$ cat src/design/bobdi_pkg.sv
`default_nettype none

package bobdi_pkg;

  localparam int unsigned MAX_WIDTH  = 2048;
  localparam int unsigned MAX_HEIGHT = 4096;
  localparam int unsigned NUM_LINES  = 6;

  localparam int unsigned COL_W  = $clog2(MAX_WIDTH);
  localparam int unsigned ROW_W  = $clog2(MAX_HEIGHT);
  localparam int unsigned SLOT_W = $clog2(NUM_LINES);

  localparam int unsigned WIDTH_W  = 12;
  localparam int unsigned HEIGHT_W = 13;
  localparam int unsigned PADDR_W  = 4;
  localparam int unsigned PDATA_W  = 32;

  localparam logic [1:0] REG_WIDTH  = 2'd0;
  localparam logic [1:0] REG_HEIGHT = 2'd1;
  localparam logic [1:0] REG_TFF    = 2'd2;

  typedef logic [NUM_LINES-1:0][7:0] col_word_t;

  typedef struct packed {
    logic [WIDTH_W-1:0]  width;
    logic [HEIGHT_W-1:0] height;
    logic                tff;
  } cfg_t;

  typedef struct packed {
    logic [7:0]        pixel;
    logic [ROW_W-1:0]  row;
    logic [COL_W-1:0]  col;
    logic [2:0]        rmin;
    logic [SLOT_W-1:0] slot;
    logic              par;
    logic [1:0]        jstart;
    logic              has_out;
    logic              last_row;
    logic              eop;
  } item_t;

  function automatic logic [7:0] line_pick(input col_word_t word, input logic [7:0] pix,
                                           input logic [SLOT_W-1:0] slot,
                                           input logic [2:0] off);
    logic [SLOT_W:0] tmp;
    logic [SLOT_W:0] idx;
    tmp = {1'b0, slot} + (SLOT_W+1)'(NUM_LINES) - {1'b0, off};
    idx = ({1'b0, slot} >= {1'b0, off}) ? ({1'b0, slot} - {1'b0, off}) : tmp;
    if (off == 3'd0) begin
      return pix;
    end
    return word[idx[SLOT_W-1:0]];
  endfunction

endpackage

`default_nettype wire

$ cat src/design/bobdi_cfg.sv
`default_nettype none

module bobdi_cfg (
  input  wire logic                           clk_i,
  input  wire logic                           rst_ni,
  input  wire logic                           psel,
  input  wire logic                           penable,
  input  wire logic                           pwrite,
  input  wire logic [bobdi_pkg::PADDR_W-1:0]  paddr,
  input  wire logic [bobdi_pkg::PDATA_W-1:0]  pwdata,
  output logic      [bobdi_pkg::PDATA_W-1:0]  prdata,
  output logic                                pready,
  output bobdi_pkg::cfg_t                     cfg_o
);

  bobdi_pkg::cfg_t cfg_q, cfg_d;
  logic            wr_en;
  logic [1:0]      idx;

  assign pready = 1'b1;
  assign idx    = paddr[3:2];
  assign wr_en  = psel && penable && pwrite && pready;

  always_comb begin
    cfg_d = cfg_q;
    if (wr_en) begin
      case (idx)
        bobdi_pkg::REG_WIDTH:  cfg_d.width  = pwdata[bobdi_pkg::WIDTH_W-1:0];
        bobdi_pkg::REG_HEIGHT: cfg_d.height = pwdata[bobdi_pkg::HEIGHT_W-1:0];
        bobdi_pkg::REG_TFF:    cfg_d.tff    = pwdata[0];
        default: ;
      endcase
    end
  end

  always_comb begin
    case (idx)
      bobdi_pkg::REG_WIDTH:
        prdata = {{(bobdi_pkg::PDATA_W-bobdi_pkg::WIDTH_W){1'b0}}, cfg_q.width};
      bobdi_pkg::REG_HEIGHT:
        prdata = {{(bobdi_pkg::PDATA_W-bobdi_pkg::HEIGHT_W){1'b0}}, cfg_q.height};
      bobdi_pkg::REG_TFF:
        prdata = {{(bobdi_pkg::PDATA_W-1){1'b0}}, cfg_q.tff};
      default:
        prdata = '0;
    endcase
  end

  always_ff @(posedge clk_i or negedge rst_ni) begin
    if (!rst_ni) begin
      cfg_q.width  <= bobdi_pkg::WIDTH_W'(2048);
      cfg_q.height <= bobdi_pkg::HEIGHT_W'(1080);
      cfg_q.tff    <= 1'b1;
    end else begin
      cfg_q <= cfg_d;
    end
  end

  assign cfg_o = cfg_q;

endmodule

`default_nettype wire

$ cat config.mk
export PLATFORM = sky130hd
export DESIGN_NAME = bobdi_cfg
export DESIGN_NICKNAME = d
export VERILOG_FILES = /design/src/design/bobdi_pkg.sv /design/src/design/bobdi_cfg.sv
export SDC_FILE = /design/constraint.sdc
export NUM_CORES = 1
export LEC_CHECK = 0
export ABC_CLOCK_PERIOD_IN_PS = 1300
export BUFFER_PORTS_ARGS = -buffer_cell sky130_fd_sc_hd__buf_2
export CAP_MARGIN = 10
export CORE_UTILIZATION = 30
export CTS_CLUSTER_SIZE = 20
export DETAILED_ROUTE_END_ITERATION = 10
export SETUP_SLACK_MARGIN = 0.4
export SYNTH_ARGS = -nofsm -noshare
export SYNTH_HDL_FRONTEND = slang
export SYNTH_SLANG_ARGS = --single-unit
$ cat constraint.sdc
create_clock -name clk_i -period 1.3 [get_ports clk_i]
set_clock_uncertainty 0.05 [all_clocks]
set_input_delay 0.13 -clock clk_i [delete_from_list [all_inputs] [get_ports clk_i]]
set_output_delay 0.13 -clock clk_i [all_outputs]
set_load 0.05 [all_outputs]
==> results.md <==
* Clk pin slew, worst setup/hold paths at 90 ps
* Antenna Cells at 0
* Worst Path Required at 1120 ps
* RePlAce Congestion at 0.729
* Cell variety after synth at 18
* # setup viols final at 7
* # IOs at 100
* ANT nets after route at 0
* Post-Syn Area at 0.00139 mm2
* Final Hold Vio Count at 20
* Global-route wire length before repair at 6150 um
* Fillers at 327
* CTS sink cnt at 26
* Seq/Total Area, Yosys at 47.4%
* CP Data Arrival Time at 1210 ps
* Final Cycle Share at 107%
* CP max FO at 2
* Yosys warns at 0
* Final core occ at 64.7%
* PnR worst setup slack at -86.2 ps
* RSZ-0062 raised after global routing: true
* Failing checks: negative hold slack, negative setup slack
* Tot Pwr at 0.00502 W
* Wirelength per Cell at 15.6 um
* Vias/cell at 4.43
* Detailed-route DRC error count at 0
* Final wirelength at 4010 um
* Clk root buf: clkbuf_8
* Syn Area/Cell at 12.6 um2
* DR pass1 iterations at 3
* MaxCap Viol Count at 0
* Critical path capture point type: output pin
* Worst Hold Class: in -> async
* Worst Setup Start Kind: flop
* Crit path time final at 1390 ps
* Gr ovfl total at 0
* Vias in the first global route at 1,223
* Via count at 1,143
* Leakage at 1.29 nW
* Port Buffers at 58
* WS Path Type: reg -> out
* Worst vdd rail ir drop at 0.948 mV
* Synth Register Bits at 26
* GRT Util Overall at 16.0%
* Yosys top cell area share at 36.1%
* Final Slew Violations at 0
* Slowest CP cell: dfstp_2
* Clock Latency Late Sink at 270 ps
* CTS buffer count at 3
* Die H at 70.0 um
* Longest Clk Path Bufs at 2
* Fin cells at 258
* Total Nets Final at 248
* Mapped Cells at 110
* Max frequency at 721 MHz
* Layout area overhead at 106%
* Die area at 0.00490 mm2
* Initial Util at 31.4%
* Initial antenna violation count at 0
* Standard-cell rows at 24
* Max FFs per register at 26
* Placed insts at 220
* Slew @ Worst Pin at 572 ps
* WHS at -211 ps
* Pwr Density at 1760 mW/mm2
* Worst R2R Setup Slack at 130 ps
* Largest net degree at the start of global routing at 27
* Slew headroom at 61.8%
* Leading area contributor after synthesis: dfrtp_1
* Core Region at 0.00441 mm2
* TritonCTS clock tree: built
* Post-DP HPWL at 2410 um
* Synth area leaders: dfrtp_1 (36%), mux2_2 (21%), dfstp_2 (11%)
* Chip width at 70.0 um
* Cell Chain, Critical Path: nand3b_1 -> o21ai_4 -> buf_8
* Setup TNS after final layout at -418 ps
* H-tree depth at 1
* Outcome: finished, violations left
* Share of layout cells above drive strength 1 at 87.4%
* First DRT Iteration DRCs at 16
* CP peak stage delay at 550 ps
cells by family (layout without fill, tap and decap cells):
family                 count (synthesis)  in the layout  synth area share [%]
buffers and inverters                 26            104                  14.0
AO/OA/AOI/OAI                          1              1                 0.360
other                                  2             20                 0.541
flip-flops                            26             26                  47.4
AND/OR/NAND/NOR                       17             17                  7.94
multiplexers                          38             38                  29.8
final timing paths:
check | start | to | cells after the start
min | rst_ni | cfg_o[20] | 1
min reg2reg | cfg_o[19] | cfg_o[19] | 1
min in group clk_i | pwdata[12] | cfg_o[13] | 2
max | cfg_o[0] | prdata[0] | 3
max in group asynchronous | rst_ni | cfg_o[21] | 1
max reg2reg | cfg_o[21] | cfg_o[21] | 4
power by group:
group | switching (W) | leakage (nW) | internal, W | total (W)
Clock | 0.000267 | 0.0357 | 0.000412 | 0.000679
Sequential | 0.000232 | 0.288 | 0.00106 | 0.00129
Combinational | 0.00157 | 0.963 | 0.00149 | 0.00306
Total | 0.00207 | 1.29 | 0.00296 | 0.00502
metrics by stage:
stage | setup WS (ps) | area, um2
CTS | -81.9 | 2620
floorplan | -13.5 | 1730
global route | -118 | 2860
detailed placement | -9.73 | 1940
global placement | 23.3 | 1940
finish | -86.2 | 2860
cells in the final DEF, fill, tap and decap left out, types with 2 or more instances in the layout:
cell type / count
buf_4: 6
dfrtp_1: 3
buf_6: 51
conb_1: 20
mux2_4: 26
buf_2: 14
clkbuf_8: 3
mux2i_4: 7
buf_12: 2
buf_8: 27
dfrtp_2: 17
mux2i_2: 4
nor2_4: 11
dfstp_2: 6
cells in the mapped netlist:
master	count
mux2_2	26
buf_4	21
dfrtp_1	20
mux2i_1	12
nor2_1	11
dfstp_2	6
buf_6	2
conb_1	2
and3b_1	1
buf_2	1
clkbuf_1	1
clkbuf_2	1
nand3_2	1
nand3b_1	1
nor3_4	1
nor3b_1	1
nor3b_4	1
o21ai_0	1
per-layer routing:
layer | up-vias | wire length, um | GRT usage, %
met3 | 8 | 138 | 2.16
li1 | 520 | - | -
met2 | 46 | 2220 | 29.5
met1 | 569 | 1580 | 19.3
met4 | 0 | 74 | 4.89
met5 | - | 0 | 0
repair_timing:
item	in CTS	in global routing
pin swaps	14	3
setup endpoints to repair	65	64
hold endpoints to repair	20	20
buffers inserted	20	14
gates resized for setup	130	32
worst max-delay path: cells and delay by family, from the launching register on:
family          cells  cell delay (ps)
buf+inv             1              160
compound gates      1               90
simple gates        1              130
flops               1              550
final cells by class:
cell class / instances / area [um2] / area share (%)
repair buffers: 100 / 1130 / 39.7
multi-input cells: 76 / 906 / 31.7
flip-flops and latches: 26 / 679 / 23.8
well taps: 52 / 65.1 / 2.28
clock buffers: 3 / 41.3 / 1.45
clock inverters: 1 / 30.0 / 1.05
(Power assumes the default switching activity.)
