`src/design/bobdi_pkg.sv`:
```
`default_nettype none

package bobdi_pkg;

  localparam int unsigned MAX_WIDTH  = 2048;
  localparam int unsigned MAX_HEIGHT = 4096;
  localparam int unsigned NUM_LINES  = 6;

  localparam int unsigned COL_W  = $clog2(MAX_WIDTH);
  localparam int unsigned ROW_W  = $clog2(MAX_HEIGHT);
  localparam int unsigned SLOT_W = $clog2(NUM_LINES);

  localparam int unsigned WIDTH_W  = 12;
  localparam int unsigned HEIGHT_W = 13;
  localparam int unsigned PADDR_W  = 4;
  localparam int unsigned PDATA_W  = 32;

  localparam logic [1:0] REG_WIDTH  = 2'd0;
  localparam logic [1:0] REG_HEIGHT = 2'd1;
  localparam logic [1:0] REG_TFF    = 2'd2;

  typedef logic [NUM_LINES-1:0][7:0] col_word_t;

  typedef struct packed {
    logic [WIDTH_W-1:0]  width;
    logic [HEIGHT_W-1:0] height;
    logic                tff;
  } cfg_t;

  typedef struct packed {
    logic [7:0]        pixel;
    logic [ROW_W-1:0]  row;
    logic [COL_W-1:0]  col;
    logic [2:0]        rmin;
    logic [SLOT_W-1:0] slot;
    logic              par;
    logic [1:0]        jstart;
    logic              has_out;
    logic              last_row;
    logic              eop;
  } item_t;

  function automatic logic [7:0] line_pick(input col_word_t word, input logic [7:0] pix,
                                           input logic [SLOT_W-1:0] slot,
                                           input logic [2:0] off);
    logic [SLOT_W:0] tmp;
    logic [SLOT_W:0] idx;
    tmp = {1'b0, slot} + (SLOT_W+1)'(NUM_LINES) - {1'b0, off};
    idx = ({1'b0, slot} >= {1'b0, off}) ? ({1'b0, slot} - {1'b0, off}) : tmp;
    if (off == 3'd0) begin
      return pix;
    end
    return word[idx[SLOT_W-1:0]];
  endfunction

endpackage

`default_nettype wire

```
`src/design/bobdi_expand.sv`:
```
`default_nettype none

module bobdi_expand (
  input  wire logic                           clk_i,
  input  wire logic                           rst_ni,
  input  wire logic                           load_i,
  input  wire bobdi_pkg::item_t               item_i,
  input  wire bobdi_pkg::col_word_t           word_i,
  output logic                                free_o,
  output logic                                out_valid_o,
  input  wire logic                           out_stall_i,
  output logic      [bobdi_pkg::ROW_W-1:0]    out_row_o,
  output logic      [bobdi_pkg::COL_W-1:0]    out_col_o,
  output logic      [7:0]                     out_value_o,
  output logic                                was_interpolated_o,
  output logic                                last_of_run_o,
  output logic                                end_of_plane_o
);

  bobdi_pkg::item_t item_q;
  logic             busy_q, busy_d;
  logic [1:0]       j_q, j_d;

  logic             out_valid_q;
  logic [bobdi_pkg::ROW_W-1:0] row_q;
  logic [bobdi_pkg::COL_W-1:0] col_q;
  logic [7:0]       val_q;
  logic             interp_q, lor_q, eop_q;

  logic        out_ready, emit, final_beat;
  logic [2:0]  b_off, c_off, b_raw, c_raw;
  logic [7:0]  a_v, b_v, c_v, d_v, cp_v, val;
  logic [8:0]  bc, ad;
  logic [12:0] nine;
  logic signed [13:0] acc;
  logic        interp, cubic, y_zero, y_last;

  assign out_ready  = !out_valid_q || !out_stall_i;
  assign final_beat = !item_q.last_row || (j_q == 2'd0);
  assign emit       = busy_q && item_q.has_out && out_ready;
  assign free_o     = !busy_q || !item_q.has_out || (out_ready && final_beat);

  assign b_raw = {1'b0, j_q} + 3'd1;
  assign c_raw = (j_q == 2'd0) ? 3'd0 : ({1'b0, j_q} - 3'd1);
  assign b_off = (b_raw > item_q.rmin) ? item_q.rmin : b_raw;
  assign c_off = (c_raw > item_q.rmin) ? item_q.rmin : c_raw;

  assign a_v  = bobdi_pkg::line_pick(word_i, item_q.pixel, item_q.slot, 3'd6);
  assign b_v  = bobdi_pkg::line_pick(word_i, item_q.pixel, item_q.slot, b_off);
  assign c_v  = bobdi_pkg::line_pick(word_i, item_q.pixel, item_q.slot, c_off);
  assign d_v  = item_q.pixel;
  assign cp_v = bobdi_pkg::line_pick(word_i, item_q.pixel, item_q.slot, {1'b0, j_q});

  assign bc   = {1'b0, b_v} + {1'b0, c_v};
  assign ad   = {1'b0, a_v} + {1'b0, d_v};
  assign nine = {1'b0, bc, 3'b000} + {4'b0000, bc};
  assign acc  = $signed({1'b0, nine}) + 14'sd8 - $signed({5'b00000, ad});

  assign interp = item_q.par ^ j_q[0];
  assign cubic  = (j_q == 2'd3) && (item_q.rmin == 3'd6);
  assign y_zero = (item_q.row == {{(bobdi_pkg::ROW_W-2){1'b0}}, j_q});
  assign y_last = item_q.last_row && (j_q == 2'd0);

  always_comb begin
    if (!interp) begin
      val = cp_v;
    end else if (cubic) begin
      if (acc[13]) begin
        val = 8'd0;
      end else if (acc[12]) begin
        val = 8'd255;
      end else begin
        val = acc[11:4];
      end
    end else if (y_zero) begin
      val = c_v;
    end else if (y_last) begin
      val = b_v;
    end else begin
      val = bc[8:1];
    end
  end

  always_comb begin
    busy_d = busy_q;
    j_d    = j_q;
    if (emit && !final_beat) begin
      j_d = j_q - 2'd1;
    end
    if (free_o) begin
      busy_d = load_i;
      if (load_i) begin
        j_d = item_i.jstart;
      end
    end
  end

  always_ff @(posedge clk_i or negedge rst_ni) begin
    if (!rst_ni) begin
      busy_q      <= 1'b0;
      j_q         <= 2'd0;
      out_valid_q <= 1'b0;
    end else begin
      busy_q <= busy_d;
      j_q    <= j_d;
      if (out_ready) begin
        out_valid_q <= emit;
      end
    end
  end

  always_ff @(posedge clk_i) begin
    if (free_o && load_i) begin
      item_q <= item_i;
    end
    if (emit) begin
      row_q    <= item_q.row - {{(bobdi_pkg::ROW_W-2){1'b0}}, j_q};
      col_q    <= item_q.col;
      val_q    <= val;
      interp_q <= interp;
      lor_q    <= final_beat;
      eop_q    <= item_q.eop && (j_q == 2'd0);
    end
  end

  assign out_valid_o        = out_valid_q;
  assign out_row_o          = row_q;
  assign out_col_o          = col_q;
  assign out_value_o        = val_q;
  assign was_interpolated_o = interp_q;
  assign last_of_run_o      = lor_q;
  assign end_of_plane_o     = eop_q;

endmodule

`default_nettype wire

```
`config.mk`:
```
export PLATFORM = sky130hd
export DESIGN_NAME = bobdi_expand
export DESIGN_NICKNAME = d
export VERILOG_FILES = /design/src/design/bobdi_pkg.sv /design/src/design/bobdi_expand.sv
export SDC_FILE = /design/constraint.sdc
export NUM_CORES = 1
export LEC_CHECK = 0
export ABC_CLOCK_PERIOD_IN_PS = 10600
export BUFFER_PORTS_ARGS = -buffer_cell sky130_fd_sc_hd__buf_4
export CAP_MARGIN = 25
export CELL_PAD_IN_SITES_DETAIL_PLACEMENT = 2
export CELL_PAD_IN_SITES_GLOBAL_PLACEMENT = 2
export CORE_UTILIZATION = 37
export DETAILED_ROUTE_END_ITERATION = 6
export GPL_TIMING_DRIVEN = 0
export PLACE_DENSITY_LB_ADDON = 0.3
export SYNTH_ARGS = -nofsm -noshare
export SYNTH_HDL_FRONTEND = slang
export SYNTH_SLANG_ARGS = --single-unit
```
`constraint.sdc`:
```
create_clock -name clk_i -period 10.6 [get_ports clk_i]
set_input_delay 2.12 -clock clk_i [delete_from_list [all_inputs] [get_ports clk_i]]
set_output_delay 2.12 -clock clk_i [all_outputs]
set_load 0.02 [all_outputs]
```
==> out/results.ini <==
[detailed_routing]
firstDrtPassIters=4
wirelength_um=28600
vias_per_cell=5.95
drc=0
wl_per_cell_um=25.3
vias=6740
drt-initial-drc-count=322
ant_nets=0

[timing]
slew_viol_final=0
fin_crit_ns=9.86
setup_viol=0
layout_setup_ws_ns=0.739
rsz0062_at_grt=no
fin_tns_setup_ns=0
finalHoldViolCount=0
fmax_mhz=101
period_share_pct=93.0
hold_ws_ns=0.418
max-slew-margin-rel_pct=37.3
worstMarginPinSlew_ns=0.922
fin_worst_skew_ns=0.0130

[clocking]
numCtsBuffers=9
cts_buffer_depth=2
root_buffer=clkbuf_16
post-cts-setup-buffers=0
clk_pin_slew_worst_paths_ns=0.07
holdBufCountCts=0
cts_tree=done
insertion_delay_ns=0.36
htree_levels=3
cts.sinks=79

[yosys]
synth_flop_cell=edfxtp_1
yosys_register_bits=79
synth_edf_count=75
synth-seq-area-share_pct=30.9
synth_fp_nets=891
synthCells=715
ys_warn_count=0
synth.distinct_cells=82
synth.avg_cell_area_um2=10.6
async_reset_ff_share_pct=5.06
synth_area_um2=7610

[layout]
areaGrowthSynthToFinish_pct=22.0
final_area_um2=9280
fillers=2144
antenna_cells=0
nets=1034
drive_above_1_share_pct=27.7

[grt]
grt_first_pass_wirelength_um=43700
track_usage_pct=27.3
antenna_found_initial=0
grt_pass1_vias=7464
gr-total-overflow=0
grt_max_degree=32

[floorplanning]
die_h_um=145
io_pins=131
core-area_um2=20200
fp.dieW_um=145
placementRows=52
die_area_um2=21100
start_util_pct=37.7

[place]
dpl.hpwl_um=23100
dpl_cell_area_um2=8970
preCtsSetupSlack_ns=0.568
gp_congestion=0.903
numPortBuffers=130

[setup_path]
cp.required_ns=10.82
critPathMaxFanout=10
slowest_delay_ns=0.61
worstSetupStartpointType=flip-flop
cpMostUsedCell=ha_1
crit_arrival_ns=10.08
path_class=flip-flop to flip-flop
cpMaxStageDelayCell=dfrtp_1
critPathCaptureType=flip-flop

[hold_path]
hold_class=flip-flop to flip-flop

[run]
maxCapViolations=0

[status]
status=finished clean

synthesized netlist by cell type (16+ instances only):
library cell	instances	area, um2
a21o_1	17	128
a21oi_1	33	165
edfxtp_1	75	2250
ha_1	70	876
inv_1	40	150
mux2_2	21	236
mux2i_1	37	370
mux4_2	29	653
nand2_1	44	165
nor2_1	50	188
nor3_1	16	80.1
o211ai_1	16	120
o21ai_0	26	130
xnor2_1	21	184
xor2_1	18	158
layer usage:
layer	GRT usage, %	wire length (um)
met5	0	0
met4	10.5	893
met3	4.55	1390
met2	50.6	15200
met1	31.2	11200
worst max-delay path, delay by kind of cell, from the launching register on:
family / cells / cell delay [ns]
AOI/OAI and AO/OA: 9 / 2.63
buffers and inverters: 5 / 1.22
and+or+nand+nor: 5 / 0.85
DFF: 1 / 0.61
adders and majority gates: 9 / 2.99
muxes: 2 / 0.66
xor gates and xnor gates: 3 / 0.75
final timing paths:
check / cells past startpoint / start / end / slack [ns]
hold reg to reg: 0 / item_q[22] / out_col_o[10] / 0.42
hold / removal: 0 / item_q[22] / out_col_o[10] / 0.42
max in group asynchronous: 1 / rst_ni / out_valid_o / 8.95
min in group asynchronous: 1 / rst_ni / j_q[1] / 1.55
setup reg to reg: 33 / j_q[1] / out_value_o[7] / 0.74
setup / recovery: 33 / j_q[1] / out_value_o[7] / 0.74
kinds of logic after synthesis:
logic type	count (synthesis)	share of synthesized area [%]
AO/OA/AOI/OAI	168	16.0
XOR/XNOR	41	4.92
adder cells (fa/ha/maj)	81	14.4
buffers and inverters	67	3.63
flip-flops	79	30.9
multiplexers	91	17.6
AND/OR/NAND/NOR	188	12.5
layout by cell type (no fill, tap or decap), drive strengths merged, types with 9 or more instances in the layout:
cell type  netlist  layout
a21o            17      17
a21oi           36      36
buf             11     143
clkbuf          14      23
edfxtp          75      75
fa              11      11
ha              70      70
inv             41      46
mux2            22      22
mux2i           38      38
mux4            31      31
nand2           45      45
nand2b          11      11
nand3           11      11
nor2            50      50
nor2b            9       9
nor3            16      16
o211ai          16      16
o21ai           32      32
or3             10      10
xnor2           23      23
xor2            18      18
stage by stage:
| stage | instances | util [%] |
|---|---|---|
| CTS | 1133 | 46.0 |
| global route | 1133 | 46.0 |
| detailed placement | 1117 | 44.5 |
| floorplan | 715 | - |
| global placement | 1115 | 44.2 |
| finish | 1133 | 46.0 |
state kept, by name, summed over array words and instances, names as in the netlist:
register	cells
j_q	2
d_v	8
out_col_o	11
end_of_plane_o	1
item_q	33
out_valid_o	1
was_interpolated_o	1
last_of_run_o	1
out_value_o	8
busy_q	1
out_row_o	12
final cells by class:
class	count	area [um2]	share of cell area, %
multi-input combinational	569	5000	53.9
sequential	79	2350	25.3
timing repair buffer	132	1020	10.9
tap	270	338	3.64
clock buffer	9	225	2.43
inverter	42	158	1.70
buffer	25	119	1.28
clock inverter	7	72.6	0.782
repair_timing:
item                                    in CTS  in global routing
resized for setup                            0                  2
endpoints found under the setup margin       0                  3
endpoints found under the hold margin        0                  0
Power is not shown: default switching activity piles up to over one toggle a cycle in this logic, so the estimate is an artifact.
